`src/sv/tsg_pkg.sv`:
```
// ----------------------------------------------------------------------------
// tsg_pkg
// Shared types and constants for the three-channel square tone generator.
// ----------------------------------------------------------------------------
package tsg_pkg;

    // Command codes carried on the input tuser
    typedef enum logic [1:0] {
        CMD_LATCH = 2'd0,
        CMD_WRITE = 2'd1,
        CMD_TICK  = 2'd2,
        CMD_NONE  = 2'd3
    } cmd_t;

    // Register file layout
    localparam int unsigned REG_COUNT   = 14;
    localparam int unsigned MIXER_REG   = 7;
    localparam int unsigned VOLUME_BASE = 8;

    // Field and state widths
    localparam int unsigned DATA_W   = 8;
    localparam int unsigned REGNUM_W = 4;
    localparam int unsigned CNT_W    = 18;
    localparam int unsigned PERIOD_W = 12;
    localparam int unsigned VOL_W    = 4;
    localparam int unsigned AMP_W    = 11;
    localparam int unsigned SAMPLE_W = 13;
    localparam int unsigned OUT_W    = 16;

    typedef logic [DATA_W-1:0]   byte_t;
    typedef logic [CNT_W-1:0]    cnt_t;
    typedef logic [AMP_W-1:0]    amp_t;
    typedef logic [SAMPLE_W-1:0] sample_t;

endpackage

```
`src/sv/three_channel_square_tone_generator.sv`:
```
// ----------------------------------------------------------------------------
// three_channel_square_tone_generator
// Register-addressed square-wave tone block with up to three channels.
// ----------------------------------------------------------------------------
// Each input item is a command in tuser and a byte in tdata: latch a register
// number, write a byte to the latched register (numbers 14 and 15 are dropped),
// or tick. Latch and write items give no result; a tick gives one 13-bit
// sample, the sum of every enabled channel's amplitude (volume * 96 while its
// level is high), and advances each enabled channel's down counter, toggling
// the level and reloading (period + 1) * 16 when the count runs out. Register
// 7 bit c disables channel c; registers 2c/2c+1 hold its 12-bit period and
// register 8+c its 4-bit volume. All channel updates are done in the accepting
// cycle and the sample lands in the output register, so an item is taken every
// cycle while the output side keeps up.
// ----------------------------------------------------------------------------
module three_channel_square_tone_generator #(
    parameter int unsigned CHANNELS = 3
) (
    input  logic        clk,
    input  logic        rst_n,
    // input item
    input  logic        s_tvalid,
    output logic        s_tready,
    input  logic [7:0]  s_tdata,   // [7:0] data
    input  logic [1:0]  s_tuser,   // [1:0] command
    // result item
    output logic        m_tvalid,
    input  logic        m_tready,
    output logic [15:0] m_tdata    // [12:0] sample, [15:13] zero
);

    // Register file and latched register number
    tsg_pkg::byte_t                        regs_reg [tsg_pkg::REG_COUNT];
    logic [tsg_pkg::REGNUM_W-1:0]          regnum_reg;

    // Channel state
    tsg_pkg::cnt_t                         cnt_reg   [CHANNELS];
    tsg_pkg::cnt_t                         cnt_next  [CHANNELS];
    logic [CHANNELS-1:0]                   level_reg;
    logic [CHANNELS-1:0]                   level_next;
    tsg_pkg::amp_t                         amp       [CHANNELS];
    logic [CHANNELS-1:0]                   enabled;

    // Output register
    logic                                  out_valid_reg;
    tsg_pkg::sample_t                      sample_reg;
    tsg_pkg::sample_t                      sample_next;

    logic                                  accept;
    logic                                  is_latch;
    logic                                  is_write;
    logic                                  is_tick;
    tsg_pkg::cmd_t                         cmd;

    // Take an item whenever the output register is free or being drained
    assign s_tready = !out_valid_reg || m_tready;
    assign accept   = s_tvalid && s_tready;
    assign cmd      = tsg_pkg::cmd_t'(s_tuser);
    assign is_latch = accept && (cmd == tsg_pkg::CMD_LATCH);
    assign is_write = accept && (cmd == tsg_pkg::CMD_WRITE);
    assign is_tick  = accept && (cmd == tsg_pkg::CMD_TICK);

    // Latch the register number
    always_ff @(posedge clk or negedge rst_n)
    begin
        if (!rst_n)
        begin
            regnum_reg <= '0;
        end
        else if (is_latch)
        begin
            regnum_reg <= s_tdata[tsg_pkg::REGNUM_W-1:0];
        end
    end

    // Store data into the addressed sound register; numbers past the file drop
    always_ff @(posedge clk or negedge rst_n)
    begin
        if (!rst_n)
        begin
            for (int e = 0; e < tsg_pkg::REG_COUNT; e++)
            begin
                regs_reg[e] <= '0;
            end
        end
        else if (is_write)
        begin
            for (int e = 0; e < tsg_pkg::REG_COUNT; e++)
            begin
                if (regnum_reg == tsg_pkg::REGNUM_W'(e))
                begin
                    regs_reg[e] <= s_tdata;
                end
            end
        end
    end

    // Per-channel tone logic
    for (genvar c = 0; c < CHANNELS; c++)
    begin : g_chan
        localparam int unsigned LoIdx  = 2 * c;
        localparam int unsigned HiIdx  = 2 * c + 1;
        localparam int unsigned VolIdx = tsg_pkg::VOLUME_BASE + c;

        logic [tsg_pkg::PERIOD_W-1:0] period;
        logic [tsg_pkg::PERIOD_W:0]   period_inc;
        logic [tsg_pkg::VOL_W-1:0]    vol;
        tsg_pkg::cnt_t                reload;

        assign enabled[c]  = !regs_reg[tsg_pkg::MIXER_REG][c];
        assign period      = {regs_reg[HiIdx][3:0], regs_reg[LoIdx]};
        assign period_inc  = {1'b0, period} + 13'd1;
        assign reload      = {1'b0, period_inc, 4'b0000};
        assign vol         = regs_reg[VolIdx][tsg_pkg::VOL_W-1:0];

        // Amplitude is volume * 96 while the level is high
        assign amp[c] = (enabled[c] && level_reg[c])
                      ? ({1'b0, vol, 6'b0} + {2'b0, vol, 5'b0})
                      : '0;

        // Count down; toggle and reload once the count runs out
        always_comb
        begin
            if (cnt_reg[c] <= tsg_pkg::CNT_W'(1))
            begin
                level_next[c] = !level_reg[c];
                cnt_next[c]   = reload;
            end
            else
            begin
                level_next[c] = level_reg[c];
                cnt_next[c]   = cnt_reg[c] - tsg_pkg::CNT_W'(1);
            end
        end

        // Advance only on a tick with the channel enabled
        always_ff @(posedge clk or negedge rst_n)
        begin
            if (!rst_n)
            begin
                cnt_reg[c]   <= '0;
                level_reg[c] <= 1'b0;
            end
            else if (is_tick && enabled[c])
            begin
                cnt_reg[c]   <= cnt_next[c];
                level_reg[c] <= level_next[c];
            end
        end
    end

    // Sum the channel amplitudes
    always_comb
    begin
        sample_next = '0;
        for (int c = 0; c < CHANNELS; c++)
        begin
            sample_next = sample_next + tsg_pkg::SAMPLE_W'(amp[c]);
        end
    end

    // Hold the result until the output side takes it
    always_ff @(posedge clk or negedge rst_n)
    begin
        if (!rst_n)
        begin
            out_valid_reg <= 1'b0;
        end
        else if (is_tick)
        begin
            out_valid_reg <= 1'b1;
        end
        else if (m_tready)
        begin
            out_valid_reg <= 1'b0;
        end
    end

    always_ff @(posedge clk)
    begin
        if (is_tick)
        begin
            sample_reg <= sample_next;
        end
    end

    assign m_tvalid = out_valid_reg;
    assign m_tdata  = {{(tsg_pkg::OUT_W - tsg_pkg::SAMPLE_W){1'b0}}, sample_reg};

endmodule
```
`config.mk`:
```
export PLATFORM = sky130hd
export DESIGN_NAME = three_channel_square_tone_generator
export DESIGN_NICKNAME = d
export VERILOG_FILES = /design/src/sv/tsg_pkg.sv /design/src/sv/three_channel_square_tone_generator.sv
export SDC_FILE = /design/constraint.sdc
export NUM_CORES = 1
export LEC_CHECK = 0
export BUFFER_PORTS_ARGS = -buffer_cell sky130_fd_sc_hd__buf_4
export CAP_MARGIN = 15
export CORE_ASPECT_RATIO = 1.2
export CORE_MARGIN = 2
export CORE_UTILIZATION = 55
export DETAILED_ROUTE_END_ITERATION = 7
export MAX_ROUTING_LAYER = met4
export PLACE_DENSITY = 0.72
export SLEW_MARGIN = 0
export SYNTH_ARGS = -nofsm -noshare
export SYNTH_HDL_FRONTEND = slang
export SYNTH_SLANG_ARGS = --single-unit
```
`constraint.sdc`:
```
create_clock -name clk -period 6.05 [get_ports clk]
set_input_delay 0.605 -clock clk [delete_from_list [all_inputs] [get_ports clk]]
set_output_delay 0.605 -clock clk [all_outputs]
set_load 0.05 [all_outputs]
```
# --- Yosys cells after proc, flatten, opt, wreduce, memory -nomap -nowiden ---
# Cells that the tools add are included.
op_classes:
  n_addsub: 11
  n_mul: 0
  div_mod_pow: 0
  n_lt_le_gt_ge: 3
  eq_ne: 11
  shift: 0
  muxes: 8
  n_bitwise: 0
  reduce_logical: 34
ops:
  columns: ["op", "count"]
  rows:
  - ["$le 18x1->1 const B", 3]
  - ["$mux 18", 3]
  - ["$sub 18x1->18 const B", 3]
  - ["$add 12x1->13 const B", 3]
  - ["$add 10x9->11", 3]
  - ["$mux 11", 3]
  - ["$reduce_and 2->1", 13]
  - ["$add 12x11->13", 1]
  - ["$add 11x11->12", 1]
  - ["$eq 4x3->1 const B", 3]
  - ["$eq 4x4->1 const B", 3]
  - ["$logic_and 1x1->1", 10]
  - ["$eq 4x2->1 const B", 2]
  - ["$logic_not 1->1", 7]
  - ["$eq 4x1->1 const B", 1]
  - ["$logic_not 4->1", 1]
  - ["$eq 2x1->1 const B", 1]
  - ["$eq 2x2->1 const B", 1]
  - ["$logic_not 2->1", 1]
  - ["$mux 1", 2]
  - ["$reduce_bool 2->1", 1]
  - ["$logic_or 1x1->1", 1]
totals:
  ff_bits: 126
  latchBits: 0
  mem_bits_rw: 0
  romBits: 0
  input_bits: 14
  output_inout_bits: 18
  memories: 0

# --- Longest topological paths before layout ---
depth:
  depth_word: 6
  mapped_depth: 13
  mapped_depth_nobuf: 13

# --- Worst setup path after synthesis ---
# No wires, ideal clock.
synth_path:
  path_kind: "reg-to-reg"
  startpoint: "reg regs_reg, in the netlist g_chan[2].vol[0]"
  endpoint: "reg sample_reg[11], data pin"
  setup_time_ps: 258
  t_arrival_ps: 2746
  t_required_ps: 5792
  slack_ps: 3047
  stages_incl_launch_ff: 13
  period_less_slack_ps: 3003
  cell_sequence: "dfrtp_1 ha_1 inv_1 fa_1 nand2b_1 fa_1 inv_1 ha_1 a21o_1 a21oi_1 o21bai_1 a21oi_1 xnor2_1"
synth_between:
  elab_chain_cells: 3
synth_lines:
  columns: ["element", "line_no", "source"]
  rows:
  - ["start, declared", "three_channel_square_tone_generator.sv:33", "tsg_pkg::byte_t regs_reg [tsg_pkg::REG_COUNT];"]
  - ["start signal, assigned by index", "three_channel_square_tone_generator.sv:92", "regs_reg[e] <= s_tdata;"]
  - ["$add 10x9->11", "three_channel_square_tone_generator.sv:118", "? ({1'b0, vol, 6'b0} + {2'b0, vol, 5'b0})"]
  - ["$mux 11", "three_channel_square_tone_generator.sv:118", null]
  - ["$add 12x11->13", "three_channel_square_tone_generator.sv:158", "sample_next = sample_next + tsg_pkg::SAMPLE_W'(amp[c]);"]
  - ["named net sample_next[11]", "three_channel_square_tone_generator.sv:47", "tsg_pkg::sample_t sample_next;"]
  - ["end signal, assigned", "three_channel_square_tone_generator.sv:183", "sample_reg <= sample_next;"]
  - ["end, declared", "three_channel_square_tone_generator.sv:46", "tsg_pkg::sample_t sample_reg;"]
# The timed path passes the listed nets, and every way through them passes these cells.
# A chain may end at the register's enable or synchronous reset.

# --- Worst setup path in the final report ---
# Same ends and word-level chain as after synthesis.

==> metrics.md <==
| Metric | Value |
|---|---|
| Max-Cap Viols | `0` |
| Post-DP HPWL | `~11 mm` |
| Outcome | `complete, no violations` |
| Layout cells sized above 1 | `approximately 17%` |
| 1st-pass router iterations | `5` |
| Htree depth | `4` |
| Final net count | `just under 800` |
| FILL cells | `~1,100` |
| Mapped Area | `0.00731 sq mm` |
| Final core occ | `62.3%` |
| Internal power | `roughly 2.2 mW` |
| DR vias/cell | `~6.0` |
| Root Buffer | `clkbuf_16` |
| RSZ-0062 raised after global routing | `false` |
| CTS tree | `yes` |
| Crit path launch type | `register` |
| Hold Vio Cnt, Final | `0` |
| DR WL/cell | `around 17 um` |
| Max-slew violations | `0` |
| P&R area growth vs syn | `11.8%` |
| Most frequent cells in the layout | `dfrtp_1 (113), mux2_2 (53), nand2_1 (42), inv_1 (41), o21ai_0 (39)` |
| Total power draw | `approximately 3.4 mW` |
| Die area | `about 0.014 sq mm` |
| CTS buffer count | `17` |
| Period minus WS final | `roughly 3300 ps` |
| Seq/Total Area, Yosys | `42.0%` |
| Clock transition at path regs | `approximately 60 ps` |
| Leak | `3.57 nW` |
| Crit end category | `register` |
| Commonest non-fill, non-tap cell in the layout | `dfrtp_1` |
| Initial antenna violation count | `0` |
| First-pass GRT wire length | `26.7 mm` |
| Arrival time at the worst endpoint | `between 3000 and 4000 ps` |
| Pwr/cell area | `415 mW/mm^2` |
| Relative slew slack | `between 30% and 40%` |
| Multi-input combinational cell area | `between 0.003 and 0.004 sq mm` |
| Final WS setup | `2790 ps` |
| Synth cell types | `67` |
| DR vias | `between 5,000 and 6,000` |
| Reg2reg end | `sample_reg[11]$_DFFE_PP_` |
| Port Buffers | `23` |
| Post-CTS Setup Repair Bufs | `0` |
| Number of diodes | `0` |
| Worst Skew | `between 8 and 9 ps` |
| Hold Buf Count CTS | `0` |
| Clk_lat worst skew | `approximately 420 ps` |
| Longest Clk Path Bufs | `2` |
| DP Worst Slack | `2820 ps` |
| GRT overflow | `0` |
| Final cycle utilization of the critical path | `between 50% and 60%` |
| Worst R2R Setup Slack | `roughly 2800 ps` |
| Switching power | `between 1 and 1.5 mW` |
| Crit path kind | `register to register` |
| Gate Count Post-Synth | `about 730` |
| Reg2reg start | `g_chan[2].vol[0]$_DFFE_PN0P_` |
| #FFs+latches synth | `~120` |
| Fmax | `~0.31 GHz` |
| Placer Congestion | `between 0.8 and 0.9` |
| Initial core utilization | `a little under three fifths` |
| Die extent in x | `approximately 110 um` |
| DRC | `0` |
| Crit path to | `sample_reg[11]$_DFFE_PP_` |
| Sequential cell area | `0.00307 sq mm` |
| Setup tns final | `0 ps` |
| EDFF count, synth | `8` |
| Total core area | `approximately 0.013 sq mm` |
| Flop pwr share | `between 30% and 40%` |
| FP Rows | `46` |
| CP startpoint | `g_chan[2].vol[0]$_DFFE_PN0P_` |
| Resize count post-CTS | `0` |
| Worst Path Max Fanout | `3` |
| Total Routing Usage GR | `roughly 25%` |
| Switching Fraction | `approximately a third` |
| Total Routed Length | `about 16 mm` |
| Worst Hold Class | `primary input to asynchronous set/reset pin` |
| Worst path required time | `6220 ps` |
| Syn avg cell area | `10.1 sq um` |
| Antenna-violating nets left | `0` |
| R2R depth | `12` |
| Most used DFF post-synth | `dfrtp_1` |
| VDD IR max | `between 0.0002 and 0.0003 V` |
| Worst slew pin tran | `about 970 ps` |
| Setup-failing EPs final | `0` |
| Ports | `32` |
| Share of total power in the clock network | `31.7%` |
| Die H | `about 130 um` |
| Number of flip-flops under the largest register name | `54` |
| Power share of the combinational group | `roughly 28%` |
| Vias in the first global route | `~5,500` |
| Clk sinks | `roughly 120` |
| Synth Warn # | `0` |
| Ys async rst share | `a little over 90%` |
| Pin count of the biggest net entering global routing | `between 70 and 80` |
| Min Hold Slack | `153 ps` |
| 1st-iter DRT viols | `between 200 and 300` |
-- metal layers --
layer  share of wire [%]  vias to the layer above  track usage (%)
met5                   0                        -                -
met4                 1.8                        0             8.27
met3                 3.4                       34             4.75
met2                  53                      120             43.3
met1                  42                     2733             29.0
li1                    -                     2678                -
-- kinds of logic (layout without fill, tap and decap cells) --
| logic type | after synthesis | after routing | share of synthesized area (%) |
|---|---|---|---|
| and+or+nand+nor | 252 | 252 | 19.4 |
| other | 1 | 8 | 0.0513 |
| DFF | 121 | 121 | 42.0 |
| xor gates and xnor gates | 42 | 42 | 5.03 |
| muxes | 60 | 60 | 9.12 |
| adders and majority gates | 36 | 36 | 7.19 |
| AOI/OAI and AO/OA | 133 | 133 | 12.2 |
| buffers and inverters | 82 | 101 | 5.03 |
-- worst max-delay path, cell delays in order (launching register included) --
cell and delay [ps]:
dfrtp_1 400, ha_1 220, inv_1 80, fa_1 420, nand2b_1 180, fa_1 610
inv_1 60, ha_1 280, a21o_1 150, a21oi_1 240, o21bai_1 110, a21oi_1 180
xnor2_1 80
-- per-stage QoR --
stage	instances	instance area, sq um
2_1_floorplan	734	7340
3_3_place_gp	889	7540
3_5_place_dp	889	7540
4_1_cts	921	8180
5_1_grt	921	8180
6_report	921	8180
-- layout make-up --
| cell class | instances | area share, % |
|---|---|---|
| repair buffers | 27 | 2.48 |
| flip-flops and latches | 121 | 37.5 |
| clock buffers | 22 | 6.07 |
| clock inverters | 10 | 1.68 |
| multi-input cells | 531 | 47.7 |
| inverters | 42 | 1.93 |
| well taps | 168 | 2.57 |
-- power by group through the flow --
stage | Combinational [mW] | Clock (mW) | Sequential, mW
global placement | 0.917 | 0 | 1.34
global route | 1.07 | 1.13 | 1.40
finish | 0.961 | 1.08 | 1.36
floorplan | 0.780 | 0 | 1.28
detailed placement | 0.949 | 0 | 1.36
CTS | 0.963 | 1.09 | 1.35
-- how the worst min path moves through the flow --
stage | startpoint | end
after detailed placement | level_reg[0]$_DFFE_PN0P_ | level_reg[0]$_DFFE_PN0P_
after floorplan | rst_n | cnt_reg[0]$_DFFE_PN0P_
after global routing | rst_n | cnt_reg[2]$_DFFE_PN0P_
after global placement | level_reg[1]$_DFFE_PN0P_ | level_reg[1]$_DFFE_PN0P_
final | rst_n | cnt_reg[2]$_DFFE_PN0P_
after CTS | rst_n | cnt_reg[2]$_DFFE_PN0P_
-- synthesized netlist by cell type (all sizes together), types with 7 or more instances --
cell type  instances  area (sq um)
mux2i              7          70.1
or2                7          43.8
nor3              32           165
buf               16           120
clkbuf            24          90.1
nand3             29           145
a22oi              8          60.1
inv               42           158
or3               10          62.6
mux2              53           597
o21ai             39           195
fa                10           200
ha                26           325
nor4              19           125
nor2              39           170
and3               7          43.8
dfrtp            113          2830
nor2b             11          68.8
o31ai             13          97.6
nand2             42           158
a211oi            12          90.1
nand4             16           100
or4               11          86.3
a21oi             16          80.1
edfxtp             8           240
xnor2             19           166
xor2              23           201
Note: power is estimated with default switching activity, not from simulation.
